### config.mk
export PLATFORM = sky130hd
export DESIGN_NAME = encoder_period_speed_estimator_flat
export DESIGN_NICKNAME = d
export VERILOG_FILES = /design/src/sv/espe_pkg.sv /design/src/sv/espe_req_if.sv /design/src/sv/espe_rsp_if.sv /design/src/sv/espe_div.sv /design/src/sv/encoder_period_speed_estimator.sv /design/src/flat_wrapper.sv
export SDC_FILE = /design/constraint.sdc
export NUM_CORES = 1
export LEC_CHECK = 0
export BUFFER_PORTS_ARGS = -buffer_cell sky130_fd_sc_hd__buf_2
export CAP_MARGIN = 20
export CORE_MARGIN = 1
export CORE_UTILIZATION = 35
export DETAILED_ROUTE_END_ITERATION = 16
export PLACE_DENSITY = 0.54
export REMOVE_ABC_BUFFERS = 1
export SLEW_MARGIN = 10
export SYNTH_ARGS = -nofsm -noshare
export SYNTH_HDL_FRONTEND = slang
export SYNTH_HIERARCHICAL = 1
export SYNTH_SLANG_ARGS = --single-unit
export TNS_END_PERCENT = 20
### constraint.sdc
create_clock -name clk -period 4.6 [get_ports clk]
set_clock_uncertainty 0.1 [all_clocks]
set_input_delay 0.92 -clock clk [delete_from_list [all_inputs] [get_ports clk]]
set_output_delay 0.92 -clock clk [all_outputs]
set_load 0.005 [all_outputs]
### src/sv/espe_pkg.sv
// ----------------------------------------------------------------------------
// Encoder period speed estimator package
// Shared widths, register indexes, request codes and status types.
// ----------------------------------------------------------------------------
package espe_pkg;

	localparam int NUM_W      = 48;                   // speed numerator width
	localparam int SPEED_W    = 32;                   // Q16.16 speed width
	localparam int DECAY_W    = 16;                   // Q0.16 decay factor width
	localparam int TIME_IN_W  = 32;                   // edge timestamp field width
	localparam int CFG_W      = 48;                   // widest register
	localparam int CFG_IDX_W  = 1;                    // two registers
	localparam int DIV_CNT_W  = $clog2(NUM_W);        // one quotient bit per cycle
	localparam int MUL_CNT_W  = $clog2(DECAY_W);      // one factor bit per cycle

	localparam logic [DECAY_W-1:0] DECAY_RESET = 16'd63677;

	// register indexes
	localparam logic [CFG_IDX_W-1:0] REG_SPEED_NUM = 1'd0;
	localparam logic [CFG_IDX_W-1:0] REG_DECAY     = 1'd1;

	// request codes
	localparam logic OP_EDGE = 1'b0;
	localparam logic OP_TICK = 1'b1;

	typedef struct packed {
		logic busy;
		logic done;
	} espe_div_stat_t;

endpackage

### src/sv/espe_req_if.sv
// ----------------------------------------------------------------------------
// Request channel
// Valid/ready channel carrying one edge or tick request.
// ----------------------------------------------------------------------------
interface espe_req_if;
	logic                             valid;
	logic                             ready;
	logic                             opcode;
	logic [espe_pkg::TIME_IN_W-1:0]   edge_time;

	modport source (output valid, output opcode, output edge_time, input ready);
	modport sink   (input valid, input opcode, input edge_time, output ready);
endinterface

### src/sv/espe_rsp_if.sv
// ----------------------------------------------------------------------------
// Result channel
// Valid/ready channel carrying the speed estimate after each request.
// ----------------------------------------------------------------------------
interface espe_rsp_if;
	logic                           valid;
	logic                           ready;
	logic [espe_pkg::SPEED_W-1:0]   speed;

	modport source (output valid, output speed, input ready);
	modport sink   (input valid, input speed, output ready);
endinterface

### src/sv/espe_div.sv
// ----------------------------------------------------------------------------
// Serial restoring divider
// One quotient bit per cycle; quotient saturates to all ones on overflow.
// ----------------------------------------------------------------------------
module espe_div #(
	parameter int DEN_W = 32
) (
	input  logic                            clk,
	input  logic                            arst_n,
	input  logic                            start,
	input  logic [espe_pkg::NUM_W-1:0]      numerator,
	input  logic [DEN_W-1:0]                denominator,
	output espe_pkg::espe_div_stat_t        stat,
	output logic [espe_pkg::SPEED_W-1:0]    quotient
);

	localparam logic [espe_pkg::DIV_CNT_W-1:0] LAST_STEP =
		espe_pkg::DIV_CNT_W'(espe_pkg::NUM_W - 1);

	logic                              busy_q;
	logic                              done_q;
	logic [espe_pkg::DIV_CNT_W-1:0]    cnt_q;
	logic [espe_pkg::NUM_W-1:0]        num_sr_q;
	logic [DEN_W-1:0]                  den_q;
	logic [DEN_W-1:0]                  rem_q;
	logic [espe_pkg::SPEED_W-1:0]      quo_q;
	logic                              ovf_q;

	logic [DEN_W:0]                    trial;
	logic [DEN_W:0]                    diff;
	logic                              qbit;

	always_comb begin
		trial = {rem_q, num_sr_q[espe_pkg::NUM_W-1]};
		diff  = trial - {1'b0, den_q};
		qbit  = (trial >= {1'b0, den_q});
	end

	always_ff @(posedge clk or negedge arst_n) begin
		if (!arst_n) begin
			busy_q <= 1'b0;
			done_q <= 1'b0;
			cnt_q  <= '0;
		end else begin
			done_q <= 1'b0;
			if (start) begin
				busy_q <= 1'b1;
				cnt_q  <= '0;
			end else if (busy_q) begin
				cnt_q <= cnt_q + 1'b1;
				if (cnt_q == LAST_STEP) begin
					busy_q <= 1'b0;
					done_q <= 1'b1;
				end
			end
		end
	end

	// datapath: shift numerator bits in, quotient bits out
	always_ff @(posedge clk) begin
		if (start) begin
			num_sr_q <= numerator;
			den_q    <= denominator;
			rem_q    <= '0;
			quo_q    <= '0;
			ovf_q    <= 1'b0;
		end else if (busy_q) begin
			num_sr_q <= {num_sr_q[espe_pkg::NUM_W-2:0], 1'b0};
			rem_q    <= qbit ? diff[DEN_W-1:0] : trial[DEN_W-1:0];
			quo_q    <= {quo_q[espe_pkg::SPEED_W-2:0], qbit};
			ovf_q    <= ovf_q | quo_q[espe_pkg::SPEED_W-1];
		end
	end

	assign stat.busy = busy_q;
	assign stat.done = done_q;
	assign quotient  = ovf_q ? '1 : quo_q;

endmodule

### src/sv/encoder_period_speed_estimator.sv
// ----------------------------------------------------------------------------
// Encoder period speed estimator
// Wheel speed from encoder edge periods, with per-tick decay.
// ----------------------------------------------------------------------------
// Usage:
//   req carries one request: opcode edge with a timer timestamp, or opcode
//   tick. rsp returns exactly one speed (unsigned Q16.16) per request.
//   cfg_we/cfg_index/cfg_data write speed_numerator (index 0) and
//   decay_factor (index 1); write only while no request is in flight.
// Timing:
//   An edge after the first runs a serial divider, one quotient bit per
//   cycle over the 48 numerator bits; the result is loaded in ST_LOAD and
//   the next request is taken back in ST_IDLE. A tick runs a shift-add
//   multiply, one decay factor bit per cycle, then loads its result the same
//   way. The first edge after reset only stores its time and goes straight
//   to ST_LOAD. A new request is taken only once the last one is through.
// Reset:
//   arst_n clears the speed, forgets the previous edge and restores the
//   register defaults (numerator 0, decay 63677).
// Back pressure:
//   The result sits in an output register; a new request is accepted and
//   computed while it waits, and the next result holds until rsp drains.
// ----------------------------------------------------------------------------
module encoder_period_speed_estimator #(
	parameter int TICK_BITS = 32
) (
	input  logic                                clk,
	input  logic                                arst_n,
	espe_req_if.sink                            req,
	espe_rsp_if.source                          rsp,
	input  logic                                cfg_we,
	input  logic [espe_pkg::CFG_IDX_W-1:0]      cfg_index,
	input  logic [espe_pkg::CFG_W-1:0]          cfg_data
);

	// stored timestamp bits: the field width or the timer width, whichever less
	localparam int TIME_W = (TICK_BITS < espe_pkg::TIME_IN_W) ? TICK_BITS
		: espe_pkg::TIME_IN_W;
	localparam logic [espe_pkg::MUL_CNT_W-1:0] MUL_LAST =
		espe_pkg::MUL_CNT_W'(espe_pkg::DECAY_W - 1);

	typedef enum logic [1:0] {
		ST_IDLE,
		ST_DIV,
		ST_MUL,
		ST_LOAD
	} state_t;

	state_t                            state_q;
	logic                              rsp_valid_q;

	// configuration
	logic [espe_pkg::NUM_W-1:0]        speed_num_q;
	logic [espe_pkg::DECAY_W-1:0]      decay_q;

	// estimator state
	logic [TIME_W-1:0]                 prev_time_q;
	logic                              prev_valid_q;
	logic [espe_pkg::SPEED_W-1:0]      speed_value_q;
	logic [espe_pkg::SPEED_W-1:0]      next_q;

	// decay multiplier
	logic [espe_pkg::DECAY_W-1:0]      fac_sr_q;
	logic [espe_pkg::SPEED_W-1:0]      acc_q;
	logic [espe_pkg::MUL_CNT_W-1:0]    mcnt_q;
	logic [espe_pkg::SPEED_W:0]        mul_sum;

	logic                              accept;
	logic                              is_edge;
	logic [TICK_BITS-1:0]              t_ext;
	logic [TICK_BITS-1:0]              delta;
	logic                              div_start;
	espe_pkg::espe_div_stat_t          div_stat;
	logic [espe_pkg::SPEED_W-1:0]      div_quo;
	logic                              rsp_free;

	always_comb begin
		req.ready = (state_q == ST_IDLE);
		accept    = req.valid & req.ready;
		is_edge   = (req.opcode == espe_pkg::OP_EDGE);
		t_ext     = TICK_BITS'(req.edge_time[TIME_W-1:0]);
		// period modulo the timer range
		delta     = t_ext - TICK_BITS'(prev_time_q);
		div_start = accept & is_edge & prev_valid_q;
		mul_sum   = {1'b0, acc_q} + (fac_sr_q[0] ? {1'b0, speed_value_q} : '0);
		rsp_free  = !rsp_valid_q || rsp.ready;
	end

	assign rsp.valid = rsp_valid_q;
	assign rsp.speed = speed_value_q;

	espe_div #(
		.DEN_W (TICK_BITS)
	) u_div (
		.clk         (clk),
		.arst_n      (arst_n),
		.start       (div_start),
		.numerator   (speed_num_q),
		.denominator (delta),
		.stat        (div_stat),
		.quotient    (div_quo)
	);

	// configuration writes
	always_ff @(posedge clk or negedge arst_n) begin
		if (!arst_n) begin
			speed_num_q <= '0;
			decay_q     <= espe_pkg::DECAY_RESET;
		end else if (cfg_we) begin
			unique case (cfg_index)
				espe_pkg::REG_SPEED_NUM: speed_num_q <= cfg_data[espe_pkg::NUM_W-1:0];
				espe_pkg::REG_DECAY:     decay_q     <= cfg_data[espe_pkg::DECAY_W-1:0];
				default:                 ;
			endcase
		end
	end

	// sequencer: state, result register and estimator state
	always_ff @(posedge clk or negedge arst_n) begin
		if (!arst_n) begin
			state_q       <= ST_IDLE;
			rsp_valid_q   <= 1'b0;
			prev_time_q   <= '0;
			prev_valid_q  <= 1'b0;
			speed_value_q <= '0;
		end else begin
			// raise the result on load, drop it once taken
			if (state_q == ST_LOAD && rsp_free) begin
				rsp_valid_q <= 1'b1;
			end else if (rsp_valid_q && rsp.ready) begin
				rsp_valid_q <= 1'b0;
			end
			unique case (state_q)
				ST_IDLE: begin
					if (accept) begin
						if (is_edge) begin
							prev_time_q  <= req.edge_time[TIME_W-1:0];
							prev_valid_q <= 1'b1;
							// first edge only records its time
							state_q      <= prev_valid_q ? ST_DIV : ST_LOAD;
						end else begin
							state_q <= ST_MUL;
						end
					end
				end
				ST_DIV: begin
					if (div_stat.done) begin
						state_q <= ST_LOAD;
					end
				end
				ST_MUL: begin
					if (mcnt_q == MUL_LAST) begin
						state_q <= ST_LOAD;
					end
				end
				ST_LOAD: begin
					// hold the new speed until the result register is free
					if (rsp_free) begin
						speed_value_q <= next_q;
						state_q       <= ST_IDLE;
					end
				end
				default: state_q <= ST_IDLE;
			endcase
		end
	end

	// datapath: decay shift-add and next speed capture
	always_ff @(posedge clk) begin
		if (accept) begin
			fac_sr_q <= decay_q;
			acc_q    <= '0;
			mcnt_q   <= '0;
			next_q   <= speed_value_q;
		end else if (state_q == ST_MUL) begin
			// add partial product, shift one factor bit out
			fac_sr_q <= fac_sr_q >> 1;
			acc_q    <= mul_sum[espe_pkg::SPEED_W:1];
			mcnt_q   <= mcnt_q + 1'b1;
			if (mcnt_q == MUL_LAST) begin
				next_q <= mul_sum[espe_pkg::SPEED_W:1];
			end
		end else if (state_q == ST_DIV && div_stat.done) begin
			next_q <= div_quo;
		end
	end

`ifndef SYNTH
	a_idle_div_quiet: assert property (@(posedge clk) disable iff (!arst_n)
		(state_q == ST_IDLE) |-> !div_stat.busy)
		else $error("divider busy while idle");

	a_done_in_div: assert property (@(posedge clk) disable iff (!arst_n)
		div_stat.done |-> (state_q == ST_DIV))
		else $error("divider finished outside divide state");

	a_edge_starts_div: assert property (@(posedge clk) disable iff (!arst_n)
		div_start |=> (state_q == ST_DIV) && div_stat.busy)
		else $error("edge did not start the divider");

	a_tick_to_mul: assert property (@(posedge clk) disable iff (!arst_n)
		(accept && !is_edge) |=> (state_q == ST_MUL))
		else $error("tick did not start the multiply");

	a_speed_moves_with_result: assert property (@(posedge clk) disable iff (!arst_n)
		!$stable(speed_value_q) |-> rsp_valid_q && $past(state_q == ST_LOAD))
		else $error("speed changed without a new result");
`endif

endmodule
### src/flat_wrapper.sv
// flat-port wrapper written by rule: the top's interface ports become plain ports
module encoder_period_speed_estimator_flat 
#(
	parameter int TICK_BITS = 32
)
  (clk, arst_n, cfg_we, cfg_index, cfg_data, req_valid, req_opcode, req_edge_time, req_ready, rsp_valid, rsp_speed, rsp_ready);
  espe_req_if req_i ();
  espe_rsp_if rsp_i ();
  input  logic clk;
  input  logic arst_n;
  input  logic cfg_we;
  input  logic [espe_pkg::CFG_IDX_W-1:0] cfg_index;
  input  logic [espe_pkg::CFG_W-1:0] cfg_data;
  input wire logic [$bits(req_i.valid)-1:0] req_valid;
  input wire logic [$bits(req_i.opcode)-1:0] req_opcode;
  input wire logic [$bits(req_i.edge_time)-1:0] req_edge_time;
  output wire logic [$bits(req_i.ready)-1:0] req_ready;
  output wire logic [$bits(rsp_i.valid)-1:0] rsp_valid;
  output wire logic [$bits(rsp_i.speed)-1:0] rsp_speed;
  input wire logic [$bits(rsp_i.ready)-1:0] rsp_ready;
  assign req_i.valid = req_valid;
  assign req_i.opcode = req_opcode;
  assign req_i.edge_time = req_edge_time;
  assign req_ready = req_i.ready;
  assign rsp_valid = rsp_i.valid;
  assign rsp_speed = rsp_i.speed;
  assign rsp_i.ready = rsp_ready;
  encoder_period_speed_estimator #(.TICK_BITS(TICK_BITS)) u_core (.clk(clk), .arst_n(arst_n), .req(req_i), .rsp(rsp_i), .cfg_we(cfg_we), .cfg_index(cfg_index), .cfg_data(cfg_data));
endmodule
==> results summary <==
Counting I/O delays and the setup requirement, the final critical path takes 3790 ps. In the final routing, the length of wire on met1 measures 21,400 um. The routed design uses 1930 um of met3 wire. The via count of the first global-routing pass is 14,400.

In this run the clock root is driven by a sky130_fd_sc_hd__clkbuf_16. The post-route DRC violation count is 0. The largest registers in the layout are u_core/speed_num_q x48, u_core/u_div/num_sr_q x48.

The layout cell share with drive strength beyond 1 came out at 21.4%. The initial cell density of the core is between 30% and 40%. Measured against its own limit, the worst slew margin works out to a little over a third.

In the routed layout, each cell is associated on average with a via count of 5.09. The category of the worst setup path capture point is a flip-flop. The cell area that synthesis handed to floorplanning was a little over 20,000 um^2. The hold-fix buffer count after cts came out at 0. The number of iterations in the first detailed-routing pass is 5. Traced cell by cell, the critical path runs through and2_1 -> ha_1 -> a41o_1 -> a21oi_2 -> o211ai_2 -> a211oi_2 -> nor2_1 -> a221oi_2 -> mux2i_1 -> a211o_1. The total die area is 58,600 um^2. The endpoint of the most critical setup path is u_core/next_q[28]. The wire length on met2 came out at between 20,000 and 25,000 um. In this run the mean area of a mapped cell was 10.2 um^2. In this run the worst setup path begins at u_core/fac_sr_q[0]. The number of antenna violations at the first check in global routing is 0. The startpoint of the most critical register-to-register path is u_core/fac_sr_q[0]. The slowest cell on the critical path is sky130_fd_sc_hd__edfxtp_1. The DRC violation total after the first TritonRoute iteration came out at slightly below 800. The first global-routing pass estimated 75,100 um of wire.

The worst-case reg-to-reg path depth came out at 10. Across the run, the number of max-cap violations was 0. The power density over the cells came out at roughly 770 nW/um^2. The level count of the clock H-tree is 2. After detailed routing, the average wire length per cell comes to roughly 16 um.

The largest driver fanout on the critical path is 33. The share of the cycle needed by the critical path after routing is 82.3%. The die height is 242 um.

The count of final hold-check violations came out at 0. The pin count of the biggest net entering global routing came out at 116. The maximum vdd drop came out at ~0.36 mV. Combinational logic is responsible for between 40% and 50% of the overall power.

After the flow finishes, the layout carries non-filler instances totaling around 2,800. The slack of the worst reg-to-reg path came out at 810 ps. The number of buffers created by CTS came out at 44. The initialized floorplan defines 87 standard-cell rows.

121 I/O pins were placed. The HPWL reported at the end of detailed placement came out at between 30,000 and 40,000 um. The area inside the core boundary came out at 56,700 um^2.

Grouping stages by cell kind, the critical path spends the most delay in compound AO/OA/AOI/OAI gates. The post-CTS clock slew at the launch and capture registers of the worst setup and hold paths is ~60 ps. The total via count in the routed design came out at ~14,000. The static leakage power is 9.82 nW.

The number of synthesis warnings is 6. During placement, the flow inserted port buffers numbering 120. The remaining antenna violation count after routing is 0. The horizontal extent of the die is 242 um. Data on the critical path arrives at its endpoint at 4010 ps.

The endpoint identified for the worst register-to-register timing path is u_core/next_q[28]. The internal portion of total power came out at approximately 11 mW. Of the total power, registers draw 33.1%.

Setup repair after global routing left no endpoint under its margin. The setup fix buffers added after clock tree synthesis came out at 0. The clock net in this run drives a total of 369 sinks. The number of gates resized after CTS was 0.

Once placement completed, the tool counted placed cells totaling 2,769. The number of max-slew violations in the final report is 0. The final global-route overflow total is 0.

The number of logic stages on the critical path including buffering came out at 10. The total setup violations reported at the end of the flow came out at 0. The number of buffers and inverters on the critical path is 0. Routability-driven placement finished with a final weighted congestion of 0.886. The tightest min-delay check is of the in2async type.

The transition time at the pin with the least slew margin is 970 ps. Across all hold checks on the routed design, the worst slack comes to between 300 and 400 ps. The count of nets after finishing is roughly 2,200. The launching element type of the critical path is a flip-flop. The worst stage delay on the critical path is 980 ps. The longest clock path from root to sink contains 3 buffers. In this run, the clock network consumes 20.1% of the power. The area overhead of the layout relative to synthesis came out at 13.8%.

The switching power is 6.80 mW. The total wire length after detailed routing came out at 45,800 um. The maximum clock frequency is 264 MHz. At the later pin of the worst-skew pair, clock insertion delay measures 570 ps. The highest metal layer carrying signal wires in the routed design is met4. The number of antenna cells inserted came out at 0. The data required time at the worst endpoint came out at 4820 ps.

The synthesized instance count came out at 1,976. The clock tree from TritonCTS is done. The classification of the worst setup path is reg2reg. The flow ran to the end, and the final reports show no timing, DRC or antenna violations. Net switching is 38.7% of the power. After filler insertion, the fill cell instance count of the layout stands at between 5,000 and 6,000. Global routing used 15.5% of the available tracks.
-- metal layers --
| metal | track usage [%] | vias up |
|---|---|---|
| met4 | 4.82 | 0 |
| met2 | 25.9 | 280 |
| met1 | 20.6 | 6906 |
| met3 | 2.45 | 74 |
| li1 | - | 7227 |
| met5 | 0 | - |
-- power groups by stage --
stage               Combinational (mW)  Clock [mW]  Sequential, mW
finish                            8.23        3.53            5.81
global route                      9.21        3.79            5.99
CTS                               8.26        3.69            5.84
detailed placement                8.20           0            5.89
global placement                  8.11           0            5.85
floorplan                         6.34           0            5.65
-- cell type report --
class / instances / area [um^2] / area share (%)
Multi-Input combinational cell: 1405 / 10000 / 43.7
Sequential cell: 369 / 9390 / 40.9
Clock buffer: 54 / 1160 / 5.05
Tap cell: 756 / 946 / 4.12
Timing Repair Buffer: 140 / 782 / 3.41
Inverter: 99 / 372 / 1.62
Clock inverter: 25 / 294 / 1.28
-- layout by cell type (no fill, tap or decap), types with 22 or more instances in the layout --
cell                          n
sky130_fd_sc_hd__xnor2_1     47
sky130_fd_sc_hd__or2_2       33
sky130_fd_sc_hd__edfxtp_1   128
sky130_fd_sc_hd__nand3_1     29
sky130_fd_sc_hd__mux2i_1     58
sky130_fd_sc_hd__a31oi_1     22
sky130_fd_sc_hd__nand4_1     24
sky130_fd_sc_hd__o21ai_0     59
sky130_fd_sc_hd__nor2_1     168
sky130_fd_sc_hd__mux2_2     173
sky130_fd_sc_hd__inv_1       98
sky130_fd_sc_hd__xor2_1      32
sky130_fd_sc_hd__and2_1      37
sky130_fd_sc_hd__a211oi_1    31
sky130_fd_sc_hd__dfxtp_1    101
sky130_fd_sc_hd__dfrtp_1    128
sky130_fd_sc_hd__a21oi_1    140
sky130_fd_sc_hd__nand2_1    178
sky130_fd_sc_hd__a21o_1      39
sky130_fd_sc_hd__buf_2      119
sky130_fd_sc_hd__ha_1        99
sky130_fd_sc_hd__clkbuf_16   44
-- stage by stage --
step | setup slack, ps | instance area (um^2) | util (%) | setup TNS [ps] | power [mW]
floorplan | -2680 | 19800 | - | -384600 | 12.0
finish | 815 | 23000 | 40.5 | 0 | 17.6
CTS | 771 | 23000 | 40.5 | 0 | 17.8
global route | 572 | 23000 | 40.5 | 0 | 19.0
detailed placement | 797 | 21500 | 37.9 | 0 | 14.1
global placement | 827 | 21500 | 37.9 | 0 | 14.0
-- how the worst min path moves through the flow --
stage | from | to | slack [ps]
final | arst_n | u_core/rsp.speed[4] | 300
after floorplan | u_core/acc_q[18] | u_core/acc_q[18] | 330
after CTS | arst_n | u_core/rsp.speed[23] | 310
after global placement | u_core/acc_q[18] | u_core/acc_q[18] | 340
after global routing | arst_n | u_core/rsp.speed[23] | 350
after detailed placement | u_core/acc_q[18] | u_core/acc_q[18] | 340
Power figures use the tool's default switching activity.
